===== config.mk =====
export PLATFORM = sky130hd
export DESIGN_NAME = ascii_command_number_decoder_top
export DESIGN_NICKNAME = d
export VERILOG_FILES = /design/src/hdl/acnd_pkg.sv /design/src/hdl/acnd_fifo.sv /design/src/hdl/acnd_front.sv /design/src/hdl/acnd_back.sv /design/src/hdl/ascii_command_number_decoder_top.sv
export VERILOG_INCLUDE_DIRS = /design/src /design/src/hdl
export SDC_FILE = /design/constraint.sdc
export NUM_CORES = 1
export LEC_CHECK = 0
export BUFFER_PORTS_ARGS = -buffer_cell sky130_fd_sc_hd__buf_4
export CORE_MARGIN = 2
export CORE_UTILIZATION = 69
export CTS_CLUSTER_DIAMETER = 40
export CTS_CLUSTER_SIZE = 40
export DETAILED_ROUTE_END_ITERATION = 12
export GPL_ROUTABILITY_DRIVEN = 0
export PLACE_DENSITY_LB_ADDON = 0.25
export SLEW_MARGIN = 10
export SYNTH_ARGS = -nofsm -noshare
export SYNTH_HDL_FRONTEND = slang
export SYNTH_SLANG_ARGS = --single-unit

===== constraint.sdc =====
create_clock -name i_clk -period 13.3 [get_ports i_clk]
set_clock_uncertainty 0.1 [all_clocks]
set_input_delay 1.995 -clock i_clk [delete_from_list [all_inputs] [get_ports i_clk]]
set_output_delay 1.995 -clock i_clk [all_outputs]
set_load 0.05 [all_outputs]

===== src/hdl/ascii_command_number_decoder_top_defines.svh =====
// Assertion macros shared by the command number decoder modules
`ifndef ASCII_COMMAND_NUMBER_DECODER_TOP_DEFINES_SVH
`define ASCII_COMMAND_NUMBER_DECODER_TOP_DEFINES_SVH
`ifndef SYNTHESIS
`define ACND_ASSERT_IMP(lbl, clk, rstn, ante, cons, msg) \
    lbl: assert property (@(posedge clk) disable iff (!rstn) (ante) |-> (cons)) else $error(msg);
`define ACND_ASSERT_NXT(lbl, clk, rstn, ante, cons, msg) \
    lbl: assert property (@(posedge clk) disable iff (!rstn) (ante) |=> (cons)) else $error(msg);
`else
`define ACND_ASSERT_IMP(lbl, clk, rstn, ante, cons, msg)
`define ACND_ASSERT_NXT(lbl, clk, rstn, ante, cons, msg)
`endif
`endif


===== src/hdl/acnd_pkg.sv =====
// Shared types and constants of the command number decoder
package acnd_pkg;

    localparam int MANT_W  = 64;
    localparam int EXP_W   = 8;
    localparam int SCALE_W = 10;

    localparam logic [15:0] MAG_BIG = 16'd40000;

    typedef struct packed {
        logic                      is_p2;
        logic                      neg;
        logic [MANT_W-1:0]         mant;
        logic [EXP_W-1:0]          exp;
        logic                      exp_neg;
        logic signed [SCALE_W-1:0] scale;
    } t_job;

    function automatic logic [MANT_W-1:0] f_pow10(input int n);
        logic [MANT_W-1:0] p;
        p = 64'd1;
        for (int i = 0; i < n && i < 19; i++) begin
            p = p * 64'd10;
        end
        return p;
    endfunction

endpackage


===== src/hdl/acnd_fifo.sv =====
// Two-entry request queue between the character parser and the evaluator
`include "ascii_command_number_decoder_top_defines.svh"
module acnd_fifo (
    input  logic            i_clk,
    input  logic            i_rst_n,
    input  logic            i_push,
    input  acnd_pkg::t_job  i_job,
    output logic            o_full,
    input  logic            i_pop,
    output logic            o_empty,
    output acnd_pkg::t_job  o_job
);

    localparam int DEPTH = 2;
    localparam int AW    = $clog2(DEPTH);

    acnd_pkg::t_job r_mem [DEPTH];
    logic [AW-1:0]  r_wr;
    logic [AW-1:0]  r_rd;
    logic [AW:0]    r_cnt;

    assign o_full  = (r_cnt == (AW+1)'(DEPTH));
    assign o_empty = (r_cnt == '0);
    assign o_job   = r_mem[r_rd];

    always_ff @(posedge i_clk) begin
        if (i_push) begin
            r_mem[r_wr] <= i_job;
        end
    end

    always_ff @(posedge i_clk) begin
        if (!i_rst_n) begin
            r_wr  <= '0;
            r_rd  <= '0;
            r_cnt <= '0;
        end else begin
            if (i_push) begin
                r_wr <= r_wr + 1'b1;
            end
            if (i_pop) begin
                r_rd <= r_rd + 1'b1;
            end
            if (i_push && !i_pop) begin
                r_cnt <= r_cnt + 1'b1;
            end else if (!i_push && i_pop) begin
                r_cnt <= r_cnt - 1'b1;
            end
        end
    end

    `ACND_ASSERT_IMP(a_no_overflow, i_clk, i_rst_n, i_push, !o_full, "push into full queue")
    `ACND_ASSERT_IMP(a_no_underflow, i_clk, i_rst_n, i_pop, !o_empty, "pop from empty queue")

endmodule


===== src/hdl/acnd_front.sv =====
// Character parser: header match, number syntax and digit accumulation
module acnd_front #(
    parameter int MAX_FRAME       = 256,
    parameter int MANTISSA_DIGITS = 18,
    parameter int EXPONENT_MAX    = 99
) (
    input  logic           i_clk,
    input  logic           i_rst_n,
    input  logic           i_valid,
    output logic           o_ready,
    input  logic [7:0]     i_char,
    input  logic           i_last,
    input  logic           i_full,
    output logic           o_push,
    output acnd_pkg::t_job o_job
);

    localparam int POS_W = $clog2(MAX_FRAME + 1);
    localparam logic [POS_W-1:0] POS_END = POS_W'(MAX_FRAME);
    localparam logic [acnd_pkg::MANT_W-1:0] ROOM_LIM = acnd_pkg::f_pow10(MANTISSA_DIGITS - 1);
    localparam logic [11:0] EXP_CAP = 12'(EXPONENT_MAX);
    localparam logic signed [acnd_pkg::SCALE_W-1:0] SCALE_MAX = 10'sd255;
    localparam logic signed [acnd_pkg::SCALE_W-1:0] SCALE_MIN = -10'sd256;

    localparam logic [7:0] CH_NUL   = 8'h00;
    localparam logic [7:0] CH_TAB   = 8'h09;
    localparam logic [7:0] CH_CR    = 8'h0D;
    localparam logic [7:0] CH_SPACE = 8'h20;
    localparam logic [7:0] CH_PLUS  = 8'h2B;
    localparam logic [7:0] CH_MINUS = 8'h2D;
    localparam logic [7:0] CH_DOT   = 8'h2E;
    localparam logic [7:0] CH_ZERO  = 8'h30;
    localparam logic [7:0] CH_ONE   = 8'h31;
    localparam logic [7:0] CH_TWO   = 8'h32;
    localparam logic [7:0] CH_NINE  = 8'h39;
    localparam logic [7:0] CH_EQ    = 8'h3D;
    localparam logic [7:0] CH_E_UP  = 8'h45;
    localparam logic [7:0] CH_P     = 8'h50;
    localparam logic [7:0] CH_E_LO  = 8'h65;

    localparam logic [1:0] HDR_NONE = 2'd0;
    localparam logic [1:0] HDR_P1   = 2'd1;
    localparam logic [1:0] HDR_P2   = 2'd2;
    localparam logic [1:0] HDR_P    = 2'd3;

    localparam logic [2:0] PH_WAIT_EQ  = 3'd0;
    localparam logic [2:0] PH_LEAD     = 3'd1;
    localparam logic [2:0] PH_INT      = 3'd2;
    localparam logic [2:0] PH_FRAC     = 3'd3;
    localparam logic [2:0] PH_EXP_LEAD = 3'd4;
    localparam logic [2:0] PH_EXP      = 3'd5;
    localparam logic [2:0] PH_DONE     = 3'd6;
    localparam logic [2:0] PH_DEAD     = 3'd7;

    logic [POS_W-1:0]                        r_pos,     n_pos;
    logic [1:0]                              r_hdr,     n_hdr;
    logic [2:0]                              r_phase,   n_phase;
    logic                                    r_neg,     n_neg;
    logic [acnd_pkg::MANT_W-1:0]             r_mant,    n_mant;
    logic signed [acnd_pkg::SCALE_W-1:0]     r_scale,   n_scale;
    logic [acnd_pkg::EXP_W-1:0]              r_exp,     n_exp;
    logic                                    r_exp_neg, n_exp_neg;

    logic                        w_acc;
    logic                        w_active;
    logic                        w_digit;
    logic                        w_is_e;
    logic                        w_space;
    logic [3:0]                  w_dval;
    logic                        w_room;
    logic [acnd_pkg::MANT_W-1:0] w_mant10;
    logic [11:0]                 w_exp10;
    logic                        w_mdig;
    logic                        w_frac;
    logic                        w_edig;

    assign o_ready  = !i_full;
    assign w_acc    = i_valid && !i_full;
    assign w_active = (r_pos < POS_END) && (r_phase != PH_DEAD);
    assign w_digit  = (i_char >= CH_ZERO) && (i_char <= CH_NINE);
    assign w_is_e   = (i_char == CH_E_LO) || (i_char == CH_E_UP);
    assign w_space  = (i_char == CH_SPACE) || ((i_char >= CH_TAB) && (i_char <= CH_CR));
    assign w_dval   = i_char[3:0];
    assign w_room   = r_mant < ROOM_LIM;
    assign w_mant10 = (r_mant << 3) + (r_mant << 1) + {{(acnd_pkg::MANT_W-4){1'b0}}, w_dval};
    assign w_exp10  = ({4'd0, r_exp} << 3) + ({4'd0, r_exp} << 1) + {8'd0, w_dval};

    always_comb begin
        n_pos     = r_pos;
        n_hdr     = r_hdr;
        n_phase   = r_phase;
        n_neg     = r_neg;
        n_mant    = r_mant;
        n_scale   = r_scale;
        n_exp     = r_exp;
        n_exp_neg = r_exp_neg;
        w_mdig    = 1'b0;
        w_frac    = 1'b0;
        w_edig    = 1'b0;
        if (w_active) begin
            if (i_char == CH_NUL) begin
                n_phase = (r_phase == PH_WAIT_EQ) ? PH_DEAD : PH_DONE;
                n_pos   = POS_END;
            end else begin
                if (r_pos == '0) begin
                    n_hdr = (i_char == CH_P) ? HDR_P : HDR_NONE;
                end else if (r_pos == POS_W'(1)) begin
                    if (r_hdr == HDR_P && i_char == CH_ONE) begin
                        n_hdr = HDR_P1;
                    end else if (r_hdr == HDR_P && i_char == CH_TWO) begin
                        n_hdr = HDR_P2;
                    end else begin
                        n_hdr = HDR_NONE;
                    end
                end
                unique case (r_phase)
                    PH_WAIT_EQ: begin
                        if (i_char == CH_EQ) begin
                            n_phase = PH_LEAD;
                        end
                    end
                    PH_LEAD: begin
                        if (w_space) begin
                            n_phase = PH_LEAD;
                        end else if (i_char == CH_MINUS) begin
                            n_neg   = 1'b1;
                            n_phase = PH_INT;
                        end else if (i_char == CH_PLUS) begin
                            n_phase = PH_INT;
                        end else if (w_digit) begin
                            w_mdig  = 1'b1;
                            n_phase = PH_INT;
                        end else if (i_char == CH_DOT) begin
                            n_phase = PH_FRAC;
                        end else if (w_is_e) begin
                            n_phase = PH_EXP_LEAD;
                        end else begin
                            n_phase = PH_DONE;
                        end
                    end
                    PH_INT: begin
                        if (w_digit) begin
                            w_mdig = 1'b1;
                        end else if (i_char == CH_DOT) begin
                            n_phase = PH_FRAC;
                        end else if (w_is_e) begin
                            n_phase = PH_EXP_LEAD;
                        end else begin
                            n_phase = PH_DONE;
                        end
                    end
                    PH_FRAC: begin
                        if (w_digit) begin
                            w_mdig = 1'b1;
                            w_frac = 1'b1;
                        end else if (w_is_e) begin
                            n_phase = PH_EXP_LEAD;
                        end else begin
                            n_phase = PH_DONE;
                        end
                    end
                    PH_EXP_LEAD: begin
                        if (i_char == CH_MINUS) begin
                            n_exp_neg = 1'b1;
                            n_phase   = PH_EXP;
                        end else if (i_char == CH_PLUS) begin
                            n_phase = PH_EXP;
                        end else if (w_digit) begin
                            w_edig  = 1'b1;
                            n_phase = PH_EXP;
                        end else begin
                            n_phase = PH_DONE;
                        end
                    end
                    PH_EXP: begin
                        if (w_digit) begin
                            w_edig = 1'b1;
                        end else begin
                            n_phase = PH_DONE;
                        end
                    end
                    default: begin
                        n_phase = r_phase;
                    end
                endcase
                n_pos = r_pos + 1'b1;
            end
        end
        if (w_mdig) begin
            if (w_frac) begin
                if (w_room && r_scale < SCALE_MAX) begin
                    n_mant  = w_mant10;
                    n_scale = r_scale + 10'sd1;
                end
            end else if (w_room) begin
                n_mant = w_mant10;
            end else if (r_scale > SCALE_MIN) begin
                n_scale = r_scale - 10'sd1;
            end
        end
        if (w_edig) begin
            n_exp = (w_exp10 > EXP_CAP) ? EXP_CAP[acnd_pkg::EXP_W-1:0]
                                        : w_exp10[acnd_pkg::EXP_W-1:0];
        end
    end

    assign o_push = w_acc && i_last && (n_phase != PH_WAIT_EQ) && (n_phase != PH_DEAD)
                    && ((n_hdr == HDR_P1) || (n_hdr == HDR_P2));

    always_comb begin
        o_job.is_p2   = (n_hdr == HDR_P2);
        o_job.neg     = n_neg;
        o_job.mant    = n_mant;
        o_job.exp     = n_exp;
        o_job.exp_neg = n_exp_neg;
        o_job.scale   = n_scale;
    end

    always_ff @(posedge i_clk) begin
        if (!i_rst_n || (w_acc && i_last)) begin
            r_pos     <= '0;
            r_hdr     <= HDR_NONE;
            r_phase   <= PH_WAIT_EQ;
            r_neg     <= 1'b0;
            r_mant    <= '0;
            r_scale   <= '0;
            r_exp     <= '0;
            r_exp_neg <= 1'b0;
        end else if (w_acc) begin
            r_pos     <= n_pos;
            r_hdr     <= n_hdr;
            r_phase   <= n_phase;
            r_neg     <= n_neg;
            r_mant    <= n_mant;
            r_scale   <= n_scale;
            r_exp     <= n_exp;
            r_exp_neg <= n_exp_neg;
        end
    end

endmodule


===== src/hdl/acnd_back.sv =====
// Evaluator: decimal scaling, truncation, command mapping and output register
`include "ascii_command_number_decoder_top_defines.svh"
module acnd_back (
    input  logic                i_clk,
    input  logic                i_rst_n,
    input  logic                i_empty,
    input  acnd_pkg::t_job      i_job,
    output logic                o_pop,
    output logic                o_valid,
    input  logic                i_ready,
    output logic                o_command,
    output logic                o_run,
    output logic signed [15:0]  o_speed,
    output logic                o_clip
);

    localparam logic [2:0] ST_IDLE = 3'd0;
    localparam logic [2:0] ST_LOAD = 3'd1;
    localparam logic [2:0] ST_MUL  = 3'd2;
    localparam logic [2:0] ST_DIV  = 3'd3;
    localparam logic [2:0] ST_FIN  = 3'd4;

    localparam logic [acnd_pkg::MANT_W-1:0] BIG_W = {48'd0, acnd_pkg::MAG_BIG};

    function automatic logic [7:0] f_div_step(input logic [3:0] rem, input logic [3:0] nib);
        logic [4:0] t;
        logic [3:0] r;
        logic [3:0] q;
        r = rem;
        q = 4'd0;
        for (int i = 3; i >= 0; i--) begin
            t = {r, nib[i]};
            if (t >= 5'd10) begin
                r    = 4'(t - 5'd10);
                q[i] = 1'b1;
            end else begin
                r    = t[3:0];
                q[i] = 1'b0;
            end
        end
        return {q, r};
    endfunction

    logic [2:0]                  r_state;
    logic [acnd_pkg::MANT_W-1:0] r_work;
    logic signed [10:0]          r_e;
    logic                        r_is_p2;
    logic                        r_neg;
    logic [4:0]                  r_cnt;
    logic [3:0]                  r_nib;
    logic [3:0]                  r_rem;
    logic [7:0]                  r_res;
    logic [15:0]                 r_mag;
    logic                        r_out_valid;
    logic                        r_out_cmd;
    logic                        r_out_run;
    logic [15:0]                 r_out_speed;
    logic                        r_out_clip;

    logic signed [10:0] w_exp_s;
    logic signed [10:0] w_e;
    logic [10:0]        w_k;
    logic [19:0]        w_mag10;
    logic [7:0]         w_step;
    logic [15:0]        w_work_mag;
    logic               w_load_out;
    logic               w_run;
    logic [15:0]        w_speed;
    logic               w_clip;

    assign o_pop      = (r_state == ST_IDLE) && !i_empty;
    assign w_exp_s    = {3'd0, i_job.exp};
    assign w_e        = (i_job.exp_neg ? -w_exp_s : w_exp_s) - {i_job.scale[9], i_job.scale};
    assign w_k        = 11'(-r_e);
    assign w_mag10    = ({4'd0, r_mag} << 3) + ({4'd0, r_mag} << 1);
    assign w_step     = f_div_step(r_rem, r_work[63:60]);
    assign w_work_mag = (r_work > BIG_W) ? acnd_pkg::MAG_BIG : r_work[15:0];
    assign w_load_out = (r_state == ST_FIN) && (!r_out_valid || i_ready);

    always_comb begin
        w_run   = 1'b0;
        w_speed = 16'd0;
        w_clip  = 1'b0;
        if (!r_is_p2) begin
            w_run = !r_neg && (r_res == 8'd1);
        end else if (r_neg) begin
            if (r_mag > 16'd32768) begin
                w_speed = 16'h8000;
                w_clip  = 1'b1;
            end else begin
                w_speed = 16'd0 - r_mag;
            end
        end else begin
            if (r_mag > 16'd32767) begin
                w_speed = 16'h7FFF;
                w_clip  = 1'b1;
            end else begin
                w_speed = r_mag;
            end
        end
    end

    always_ff @(posedge i_clk) begin
        if (!i_rst_n) begin
            r_state <= ST_IDLE;
        end else begin
            unique case (r_state)
                ST_IDLE: begin
                    if (o_pop) begin
                        r_state <= ST_LOAD;
                    end
                end
                ST_LOAD: begin
                    r_state <= r_e[10] ? ST_DIV : ST_MUL;
                end
                ST_MUL: begin
                    if (r_cnt == 5'd0) begin
                        r_state <= ST_FIN;
                    end
                end
                ST_DIV: begin
                    if (r_nib == 4'd0 && (r_cnt == 5'd0 || r_work == '0)) begin
                        r_state <= ST_FIN;
                    end
                end
                ST_FIN: begin
                    if (w_load_out) begin
                        r_state <= ST_IDLE;
                    end
                end
                default: begin
                    r_state <= ST_IDLE;
                end
            endcase
        end
    end

    always_ff @(posedge i_clk) begin
        unique case (r_state)
            ST_IDLE: begin
                if (o_pop) begin
                    r_work  <= i_job.mant;
                    r_e     <= w_e;
                    r_is_p2 <= i_job.is_p2;
                    r_neg   <= i_job.neg;
                end
            end
            ST_LOAD: begin
                r_nib <= 4'd0;
                r_rem <= 4'd0;
                if (!r_e[10]) begin
                    r_cnt <= (r_e > 11'sd8) ? 5'd8 : r_e[4:0];
                    r_mag <= w_work_mag;
                    r_res <= r_work[7:0];
                end else if (w_k >= 11'd20) begin
                    r_work <= '0;
                    r_cnt  <= 5'd0;
                end else begin
                    r_cnt <= w_k[4:0];
                end
            end
            ST_MUL: begin
                if (r_cnt != 5'd0) begin
                    r_res <= 8'(({r_res, 3'd0}) + ({r_res, 1'b0}));
                    r_mag <= (w_mag10 > {4'd0, acnd_pkg::MAG_BIG}) ? acnd_pkg::MAG_BIG
                                                                  : w_mag10[15:0];
                    r_cnt <= r_cnt - 5'd1;
                end
            end
            ST_DIV: begin
                if (r_nib == 4'd0 && (r_cnt == 5'd0 || r_work == '0)) begin
                    r_res <= r_work[7:0];
                    r_mag <= w_work_mag;
                end else begin
                    r_work <= {r_work[59:0], w_step[7:4]};
                    r_nib  <= r_nib + 4'd1;
                    if (r_nib == 4'd15) begin
                        r_rem <= 4'd0;
                        r_cnt <= r_cnt - 5'd1;
                    end else begin
                        r_rem <= w_step[3:0];
                    end
                end
            end
            default: begin
                r_cnt <= r_cnt;
            end
        endcase
    end

    always_ff @(posedge i_clk) begin
        if (!i_rst_n) begin
            r_out_valid <= 1'b0;
        end else if (w_load_out) begin
            r_out_valid <= 1'b1;
        end else if (i_ready) begin
            r_out_valid <= 1'b0;
        end
    end

    always_ff @(posedge i_clk) begin
        if (w_load_out) begin
            r_out_cmd   <= r_is_p2;
            r_out_run   <= w_run;
            r_out_speed <= w_speed;
            r_out_clip  <= w_clip;
        end
    end

    assign o_valid   = r_out_valid;
    assign o_command = r_out_cmd;
    assign o_run     = r_out_run;
    assign o_speed   = r_out_speed;
    assign o_clip    = r_out_clip;

    `ACND_ASSERT_IMP(a_rem_bound, i_clk, i_rst_n, r_state == ST_DIV, r_rem < 4'd10, "remainder out of range")
    `ACND_ASSERT_IMP(a_mag_cap, i_clk, i_rst_n, r_state == ST_MUL, r_mag <= acnd_pkg::MAG_BIG, "magnitude above cap")
    `ACND_ASSERT_NXT(a_pop_load, i_clk, i_rst_n, o_pop, r_state == ST_LOAD, "pop did not start evaluation")

endmodule


===== src/hdl/ascii_command_number_decoder_top.sv =====
// Top level of the ASCII command number decoder
//
//  channel   dir  tdata (low bit first)                      tuser     tlast
//  s_axis    in   char_byte[7:0]                             -         frame_end
//  m_axis    out  run_request, speed_ref[15:0], clipped, pad  command   -
//
//  One character is taken per cycle while the queue is not full.
//  At a frame end a request enters a two-entry queue; the evaluator drains it by
//  scaling the mantissa up by ten min(e, 8) times for a non-negative decimal exponent e,
//  or dividing it by ten k times for a negative exponent -k (k up to 19, larger k gives
//  zero) in a nibble-serial divide-by-ten loop. s_axis_tready drops only while the queue is full.
//  Reset is synchronous, active low, and clears parser, queue and evaluator control.
module ascii_command_number_decoder_top #(
    parameter int MAX_FRAME       = 256,
    parameter int MANTISSA_DIGITS = 18,
    parameter int EXPONENT_MAX    = 99
) (
    input  logic        i_clk,
    input  logic        i_rst_n,
    input  logic        s_axis_tvalid,
    output logic        s_axis_tready,
    input  logic [7:0]  s_axis_tdata,   // [7:0] char_byte
    input  logic        s_axis_tlast,
    output logic        m_axis_tvalid,
    input  logic        m_axis_tready,
    output logic [23:0] m_axis_tdata,   // [0] run_request, [16:1] speed_ref, [17] clipped
    output logic        m_axis_tuser    // [0] command
);

    acnd_pkg::t_job     w_push_job;
    acnd_pkg::t_job     w_pop_job;
    logic               w_push;
    logic               w_pop;
    logic               w_full;
    logic               w_empty;
    logic               w_run;
    logic signed [15:0] w_speed;
    logic               w_clip;

    acnd_front #(
        .MAX_FRAME       (MAX_FRAME),
        .MANTISSA_DIGITS (MANTISSA_DIGITS),
        .EXPONENT_MAX    (EXPONENT_MAX)
    ) u_front (
        .i_clk   (i_clk),
        .i_rst_n (i_rst_n),
        .i_valid (s_axis_tvalid),
        .o_ready (s_axis_tready),
        .i_char  (s_axis_tdata),
        .i_last  (s_axis_tlast),
        .i_full  (w_full),
        .o_push  (w_push),
        .o_job   (w_push_job)
    );

    acnd_fifo u_fifo (
        .i_clk   (i_clk),
        .i_rst_n (i_rst_n),
        .i_push  (w_push),
        .i_job   (w_push_job),
        .o_full  (w_full),
        .i_pop   (w_pop),
        .o_empty (w_empty),
        .o_job   (w_pop_job)
    );

    acnd_back u_back (
        .i_clk     (i_clk),
        .i_rst_n   (i_rst_n),
        .i_empty   (w_empty),
        .i_job     (w_pop_job),
        .o_pop     (w_pop),
        .o_valid   (m_axis_tvalid),
        .i_ready   (m_axis_tready),
        .o_command (m_axis_tuser),
        .o_run     (w_run),
        .o_speed   (w_speed),
        .o_clip    (w_clip)
    );

    assign m_axis_tdata = {6'd0, w_clip, w_speed, w_run};

endmodule


; Word level (Yosys, flattened, before mapping)
; Memory sizes are Yosys's and may differ from the RTL's. A register that Yosys moved wholly into a read port is not among the register bits.
; Cells that the tools add are included.
[classes]
n_addsub = 23
order_cmp = 19
eq_ne = 38
n_mux = 114
reduce_logical = 53
[op_table]
columns = cell, n
row1 = $mux W64, 8
row2 = $pmux W64 S3, 1
row3 = $mux W16, 8
row4 = $add A64 B4 Y64, 1
row5 = $add A64 B64 Y64, 1
row6 = $gt A64 B16 Y1 const B, 1
row7 = $logic_not A64 Y1, 1
row8 = $lt A64 B57 Y1 const B, 1
row9 = $eq A8 B6 Y1 const B, 7
row10 = $mux W3, 17
row11 = $mux W10, 5
row12 = $pmux W16 S3, 1
row13 = $mux W8, 5
row14 = $mux W1, 35
row15 = $mux W5, 6
row16 = $mux W4, 7
row17 = $eq A8 B7 Y1 const B, 3
row18 = $pmux W8 S3, 1
row19 = $mux W2, 11
row20 = $add A19 B17 Y20, 1
row21 = $ge A5 B4 Y1 const B, 4
row22 = $gt A20 B16 Y1 const B, 1
row23 = $pmux W3 S6, 1
row24 = $logic_and A1 B1 Y1, 17
row25 = other kinds (60), 103
[totals]
ff_bits = 239
mem_bits_rw = 170
in_bits = 13
output_inout_bits = 27
memories = 1
[mem_list]
columns = name, depth, word_bits, rd, rd_ports_with_merged_regs, write_ports, line_no
row1 = u_fifo.r_mem, 2, 85, 1, 1, 1, acnd_fifo.sv:17  ; acnd_pkg::t_job r_mem [DEPTH];

; Depth between registers and ports, before layout
; Gate-level depths: netlist (run 1).
[depth]
depth_word = 19
mapped_depth = 22
depth_no_buf = 22

; Modules after synthesis
; Synthesis (run 1) repeated with hierarchy kept, for this count alone.
[hier_totals]
cells_unflattened = 2555
area_unflattened_um2 = 25665.9
[by_module_without_submodules]
columns = mod, instances, cells_each, area_each_um2, seq_area_each_um2
row1 = acnd_front, 1, 1471, 10836.6, 1961.9
row2 = acnd_back, 1, 789, 8408.1, 4073.9
row3 = acnd_fifo, 1, 286, 6357.3, 5205.0
row4 = ascii_command_number_decoder_top, 1, 9, 63.8, 0.0

; Worst setup path before layout (run 1)
; Ideal clock, no wire load.
[synth_path]
path_kind = input port to flip-flop
from = input port s_axis_tdata[1]
to = memory u_fifo.r_mem[0][0] (netlist bit), enable pin
setup_time_ps = 540
t_arrival_ps = 7757
path_slack_ps = 4903
path_stages = 10
n_path_buf = 1
path_cell_list = buf_2 or4b_1 a21oi_1 o21ai_0 a31o_2 a22o_1 o2bb2ai_1 nor3_1 nor4_2 nor2b_1
[synth_via]
elab_chain_cells = 17
word_cells_on_any_way = 54
cone_classes = 4 x order compare / 13 x eq/ne / 25 x mux / 12 x reduce/logical
[synth_lines]
columns = element, line_no
row1 = start: declaration, ascii_command_number_decoder_top.sv:22  ; input logic [7:0] s_axis_tdata,
row2 = branches (longest 14 deep; another with $ge A8 B6 Y1), -
row3 = $logic_and A1 B1 Y1 (*), acnd_front.sv:208  ; && ((n_hdr == HDR_P1) || (n_hdr == HDR_P2));
row4 = net u_fifo.i_push, acnd_fifo.sv:6  ; input logic i_push,
row5 = $mux W1 (*), acnd_fifo.sv:27  ; if (i_push) begin
row6 = $mux W1 (not written as such) (*), acnd_fifo.sv:28  ; r_mem[r_wr] <= i_job;
row7 = end: declaration, acnd_fifo.sv:17
; Mark *: on every way through the listed nets, which the timed path passes.

==> results of run 1 <==
[sequential cells by signal, summed over array words and instances (netlist names), 9 cells and up, named ones only]
register         cells
u_back.r_mag        16
u_back.o_speed      16
u_back.r_e          11
u_back.r_work       64
u_front.r_scale     10
u_fifo.r_mem       170
u_front.r_pos        9
u_front.r_mant      64
[metrics by stage]
step / total power, mW / setup slack (ns)
3_3_place_gp: 2.98 / 7.04
5_1_grt: 4.88 / 7.18
2_1_floorplan: 2.73 / 4.90
3_5_place_dp: 3.06 / 6.84
6_report: 4.67 / 7.36
4_1_cts: 4.65 / 7.49
[power breakdown]
| group | switching [mW] | internal, mW | leakage (nW) | total (mW) |
|---|---|---|---|---|
| combinational | 0.776 | 0.451 | 5.68 | 1.23 |
| clock | 0.665 | 0.931 | 0.978 | 1.60 |
| sequential | 0.196 | 1.65 | 3.66 | 1.85 |
| total | 1.64 | 3.03 | 10.3 | 4.67 |
[logic make-up after synthesis]
| group | after synthesis |
|---|---|
| buf+inv | 196 |
| fa+ha+maj | 190 |
| flops | 410 |
| xor+xnor | 122 |
| other cells | 1 |
| simple gates | 828 |
| compound gates | 593 |
| mux | 133 |
[synthesized netlist by cell type, types with 15 or more instances]
master / number / area share, %
edfxtp_1: 303 / 37
nand2_1: 231 / 3.5
nor2_1: 200 / 3.0
ha_1: 183 / 9.3
o21ai_0: 181 / 3.7
a21oi_1: 171 / 3.5
dfxtp_1: 107 / 8.7
nand3_1: 97 / 2.0
mux2i_1: 90 / 3.7
clkbuf_1: 88 / 1.3
nor3_1: 74 / 1.5
xnor2_1: 70 / 2.5
inv_1: 64 / 0.98
xor2_1: 52 / 1.8
mux2_2: 43 / 2.0
nor4_1: 34 / 0.86
a21o_1: 33 / 1.0
nand4_1: 30 / 0.76
and2_1: 25 / 0.63
nor2b_1: 23 / 0.58
or3_1: 21 / 0.53
a31oi_1: 19 / 0.48
buf_2: 18 / 0.37
nand2b_1: 18 / 0.46
o22ai_1: 18 / 0.46
a211oi_1: 16 / 0.49
and3_1: 15 / 0.38
buf_4: 15 / 0.46
[routing by layer]
layer	track usage, %	part of all wire [%]
met2	53.0	47
met4	12.1	3.0
met5	0	0
met1	43.8	40
met3	6.66	9.4
[worst max path at each step]
stage	slack [ns]	cells past startpoint	to	from
2_1_floorplan	4.90	10	u_fifo.r_mem[0][0]	s_axis_tdata[1]
3_3_place_gp	7.04	13	u_fifo.r_mem[0][81]	s_axis_tdata[3]
6_report	7.36	13	u_fifo.r_mem[1][81]	s_axis_tdata[3]
4_1_cts	7.49	13	u_fifo.r_mem[1][81]	s_axis_tdata[3]
5_1_grt	7.18	13	u_fifo.r_mem[0][81]	s_axis_tdata[3]
3_5_place_dp	6.84	13	u_fifo.r_mem[0][81]	s_axis_tdata[3]
[placed cells by master, fill, tap and decap left out, types with 14 or more instances in the layout]
cell type | Yosys | final
a21o_1 | 33 | 33
a31oi_1 | 19 | 19
buf_4 | 15 | 48
a21oi_1 | 171 | 170
dfxtp_1 | 107 | 105
mux2_2 | 43 | 43
a211oi_1 | 16 | 16
or3_1 | 21 | 21
nor3_1 | 74 | 74
o21bai_1 | 14 | 14
nor2b_1 | 23 | 21
nand4_1 | 30 | 30
o21ai_0 | 181 | 181
inv_1 | 64 | 64
o22ai_1 | 18 | 18
mux2i_1 | 90 | 90
xor2_1 | 52 | 52
nand2_1 | 231 | 230
ha_1 | 183 | 183
edfxtp_1 | 303 | 303
clkbuf_16 | 0 | 57
nand3_1 | 97 | 97
nor4_1 | 34 | 34
and2_1 | 25 | 24
and3_1 | 15 | 15
xnor2_1 | 70 | 70
nand2b_1 | 18 | 18
nor2_1 | 200 | 198
[area by class of cell]
type | instances | share of cell area (%)
multi-input cells | 1872 | 46.6
flip-flops and latches | 410 | 41.5
clock inverters | 44 | 2.30
well taps | 461 | 2.13
inverters | 64 | 0.886
clock buffers | 59 | 5.29
repair buffers | 48 | 1.33
[worst max-delay path, cell delays in order]
cell	delay, ns
buf_4	0.16
fa_1	0.54
fa_1	0.49
a21o_1	0.21
a221oi_2	0.39
o31ai_1	0.15
a221o_1	0.43
o2111ai_1	0.51
a2111oi_0	0.28
nor2_1	0.33
o21ai_0	0.19
or2_0	0.24
a31o_2	0.25
==> flow_summary.yaml, run 1 <==
synthesis:
  synthMuxAreaShare_pct: 5.62
  synth_top_family_by_area: "simple AND/OR/NAND/NOR gates"
  synth_fa_ha_area_share_pct: 9.86
  synth_cell_types: 86
  synthFlopType: "edfxtp_1"
  synthSimpleGateAreaFrac_pct: 16.2
  synth-seq-cells: 410
  syn_area_mm2: 0.0246
  synth_seq_area_share_pct: 45.6
  syn_area_per_cell_um2: 9.96
  synth_warnings: 0
  synthCells: 2473
  synth_edf_count: 303
  synth-xor-area-share_pct: 4.34
  synth_compound_area_share_pct: 15.0
  async_flop_share_pct: 0
placement:
  dpl.cell_count: 2855
  postPlaceCellArea_mm2: 0.0251
  port_buffers: 33
  dpl.hpwl_um: 41400
timing:
  fmax_mhz: 168
  final-hold-violation-count: 0
  setup_viol: 0
  relSlewSlack_pct: 20.2
  period_share_pct: 44.6
  max_slew.worst_pin.slew_ns: 1.19
  slew_viol_final: 0
  fin_setup_tns_ns: 0
  min_period_ns: 5.94
  rsz0062_at_grt: "no"
  whs_ns: 0.397
global_route:
  grt-ovfl-total: 0
  grt_pass1_vias: 18918
  grt_max_degree: 114
  grt_usage_pct: 32.7
  grt_first_pass_wirelength_um: 96800
  antenna_found_initial: 1
floorplanning:
  die-area_mm2: 0.0372
  die_x_um: 193
  core_mm2: 0.0354
  start_util_pct: 69.6
  die_h_um: 193
  num_rows: 69
  io_pins: 40
worst_hold_path:
  min_path_cells: 2
  worstHoldPathType: "flip-flop to flip-flop"
  worstHoldStart: "u_front.r_exp[7]"
  hold_path_end: "u_front.r_exp[7]"
worst_setup_path:
  start_kind: "primary input"
  cp_max_fo: 13
  path_class: "primary input to flip-flop"
  rrSetupSlack_ns: 8.57
  end_kind: "flip-flop"
  reg2reg_from: "u_front.r_mant[2]"
  required_ns: 13.55
  rr_worst_depth: 12
  r2r_end: "u_fifo.r_mem[1][81]"
  cp.arrival_ns: 6.18
final_layout:
  final_area_mm2: 0.0271
  ff_latch_area_mm2: 0.0112
  num-nets-final: 2654
  fin_cells: 2958
  fillers: 2299
  multi_input_area_mm2: 0.0126
  drive_above_1_share_pct: 9.17
  diodes: 0
  finish.utilization_pct: 76.6
  area_delta_synth_final_pct: 10.1
drt:
  via_count: 19843
  wirelength_um: 60900
  drt_iter0_drc: 1978
  drc_errors: 0
  first_pass_iters: 8
  antenna_left: 0
  post_drt_wl_per_cell_um: 20.6
  viasPerCell: 6.71
clock_tree:
  cts_root_buf: "clkbuf_16"
  tritoncts: "done"
  ctsResizeCount: 0
  post-cts-setup-buffers: 0
  clock_sinks: 410
  path_clk_slew_ns: 0.06
  clk_latency_ns: 0.60
  htree_levels: 2
  numCtsBuffers: 55
  clock_path_buffers: 3
  ctsHoldBuffers: 0
status:
  status: "completed"
power_and_ir_drop:
  ir_drop_mv: 0.149
  cellLeakagePower_nw: 10.3
  power.density_mw_per_mm2: 172
job:
  drv_cap: 0
Note: power is estimated with default switching activity, not from simulation.
==> run 2: changes to the inputs <==
--- a/config.mk
+++ b/config.mk
@@ -8,7 +8,7 @@
 export LEC_CHECK = 0
 export BUFFER_PORTS_ARGS = -buffer_cell sky130_fd_sc_hd__buf_4
 export CORE_MARGIN = 2
-export CORE_UTILIZATION = 69
+export CORE_UTILIZATION = 64
 export CTS_CLUSTER_DIAMETER = 40
 export CTS_CLUSTER_SIZE = 40
 export DETAILED_ROUTE_END_ITERATION = 12
==> constraint.sdc (replaced) <==
create_clock -name i_clk -period 5.7 [get_ports i_clk]
set_clock_uncertainty 0.1 [all_clocks]
set_input_delay 0.855 -clock i_clk [delete_from_list [all_inputs] [get_ports i_clk]]
set_output_delay 0.855 -clock i_clk [all_outputs]
set_load 0.05 [all_outputs]
==> run 2 against run 1 <==
Routed wire length shrank 3.0%; total power up 130%; sequential power up 130%; sequential share of layout area decreased by 0.23 points; count of clock-buffer cells in the layout grew 1; core utilization down 4.4 points; clock power up 130%; flip-flop and latch count stayed put; critical path depth is 7 higher; register-to-register slack worse by 7.5 ns; cell count up 2.1%; critical endpoint is now u_back.r_work[0]; highest routed layer unchanged.
==> flow_summary.yaml, run 2 (synthesized netlist as in run 1, its figures left out) <==
floorplanning:
  start_util_pct: 65.2
  die_x_um: 200
  die_h_um: 200
  io_pins: 40
  die-area_mm2: 0.0401
  core_mm2: 0.0378
  num_rows: 71
worst_setup_path:
  crit_path_start: "u_back.r_work[63]"
  r2r_end: "u_back.r_work[0]"
  rrSetupSlack_ns: 1.04
  cp_num_cells: 20
  critical-path-top-delay-family: "compound AO/OA/AOI/OAI gates"
  crit_top_cell: "ha_1"
  endpoint: "u_back.r_work[0]"
  worstPathCellList: "nor4bb_1, nor3_1, xnor2_1, ha_1, o31ai_1, mux2_2, o31a_1, inv_1, ha_1, inv_1, a21boi_0, nor2_1, a31oi_1, ha_1, o21ai_0, a41oi_1, a21o_1, nand2_1, nand3_1, o21ai_0"
  cp_max_fo: 6
  reg2reg_from: "u_back.r_work[63]"
  cp_slowest_cell: "nor4bb_1"
  rr_worst_depth: 20
  required_ns: 5.94
  start_kind: "flip-flop"
  cpPeakStageDelay_ns: 0.50
  path_buf_inv: 2
  end_kind: "flip-flop"
  cp.arrival_ns: 4.90
  path_class: "flip-flop to flip-flop"
final_layout:
  finish.utilization_pct: 72.2
  fillers: 2621
  area_delta_synth_final_pct: 10.7
  drive_above_1_share_pct: 9.61
  largest_reg_flops: 170
  final_common_cell: "edfxtp_1"
  diodes: 0
  fin_cells: 3019
  top_regs: "u_fifo.r_mem x170, u_back.r_work x64, u_front.r_mant x64"
  num-nets-final: 2663
  layout_common_cells: "edfxtp_1, nand2_1, nor2_1, ha_1, o21ai_0"
  top_register: "u_fifo.r_mem"
clock_tree:
  clk_latency_ns: 0.61
  clock_path_buffers: 3
  ctsResizeCount: 0
  clock_sinks: 410
  cts_root_buf: "clkbuf_16"
  ctsHoldBuffers: 0
  htree_levels: 2
  path_clk_slew_ns: 0.07
  numCtsBuffers: 57
  tritoncts: "done"
  post-cts-setup-buffers: 0
power_and_ir_drop:
  power.density_mw_per_mm2: 398
  cellLeakagePower_nw: 10.4
  p_total_mw: 10.9
  ir_drop_mv: 0.329
status:
  status: "completed"
timing:
  period_share_pct: 81.8
  min_period_ns: 4.66
  final-hold-violation-count: 0
  setup_viol: 0
  fin_setup_tns_ns: 0
  max_slew.worst_pin.slew_ns: 1.16
  rsz0062_at_grt: "no"
  fmax_mhz: 215
  slew_viol_final: 0
  relSlewSlack_pct: 22.6
drt:
  post_drt_wl_per_cell_um: 19.6
  via_count: 19386
  antenna_left: 0
  wirelength_um: 59100
  first_pass_iters: 6
  viasPerCell: 6.42
  drt_iter0_drc: 1878
  drc_errors: 0
placement:
  dpl.cell_count: 2912
  dpl.hpwl_um: 41300
  port_buffers: 33
worst_hold_path:
  worstHoldPathType: "flip-flop to flip-flop"
global_route:
  grt_pass1_vias: 18590
  grt-ovfl-total: 0
  grt_usage_pct: 29.3
  grt_first_pass_wirelength_um: 96200
  grt_max_degree: 76
  antenna_found_initial: 0
job:
  drv_cap: 0
-- run 2: how the worst min path moves through the flow --
| stage | startpoint | endpoint | slack, ns | cells past startpoint |
|---|---|---|---|---|
| floorplan | u_front.r_exp[7] | u_front.r_exp[7] | 0.33 | 2 |
| global placement | u_front.r_exp[7] | u_front.r_exp[7] | 0.36 | 2 |
| detailed placement | u_front.r_exp[7] | u_front.r_exp[7] | 0.37 | 2 |
| CTS | u_front.r_exp[7] | u_front.r_exp[7] | 0.38 | 2 |
| global route | u_front.r_exp[7] | u_front.r_exp[7] | 0.41 | 2 |
| finish | u_front.r_exp[7] | u_front.r_exp[7] | 0.38 | 2 |
-- run 2: layout make-up --
cell class | count | area [µm²] | share of cell area [%]
Tap cell | 511 | 639 | 2.35
Multi-Input combinational cell | 1872 | 12600 | 46.3
Timing Repair Buffer | 55 | 438 | 1.61
Inverter | 64 | 240 | 0.881
Sequential cell | 410 | 11200 | 41.3
Clock buffer | 60 | 1470 | 5.38
Clock inverter | 47 | 601 | 2.20
-- run 2: metal layers --
metal | global-route usage [%] | up-vias | share of wire, %
met5 | 0 | - | 0
met4 | 10.1 | 0 | 3.1
met3 | 5.91 | 151 | 9.2
met2 | 45.7 | 861 | 45
met1 | 41.1 | 9198 | 43
li1 | - | 9176 | -
-- run 2: worst register-to-register path, stage by stage (launching register included) --
cell and delay (ns):
edfxtp_1 0.45, nor4bb_1 0.50, nor3_1 0.18, xnor2_1 0.34, ha_1 0.32, o31ai_1 0.13, mux2_2 0.29, o31a_1 0.14
inv_1 0.07, ha_1 0.24, inv_1 0.06, a21boi_0 0.31, nor2_1 0.07, a31oi_1 0.20, ha_1 0.22, o21ai_0 0.09
a41oi_1 0.19, a21o_1 0.14, nand2_1 0.11, nand3_1 0.14, o21ai_0 0.10
-- run 2: metrics by stage --
| step | setup slack (ns) | instance area, µm² | hold WS, ns |
|---|---|---|---|
| floorplan | 0.0811 | 24700 | 0.332 |
| global placement | 0.721 | 25200 | 0.358 |
| detailed placement | 0.673 | 25200 | 0.368 |
| CTS | 1.07 | 27300 | 0.377 |
| global route | 0.614 | 27300 | 0.409 |
| finish | 1.04 | 27300 | 0.377 |
-- run 2: where the power goes --
group | switching, mW | total, mW | internal (mW)
clock | 1.56 | 3.73 | 2.16
sequential | 0.454 | 4.30 | 3.85
combinational | 1.77 | 2.82 | 1.05
total | 3.79 | 10.9 | 7.07
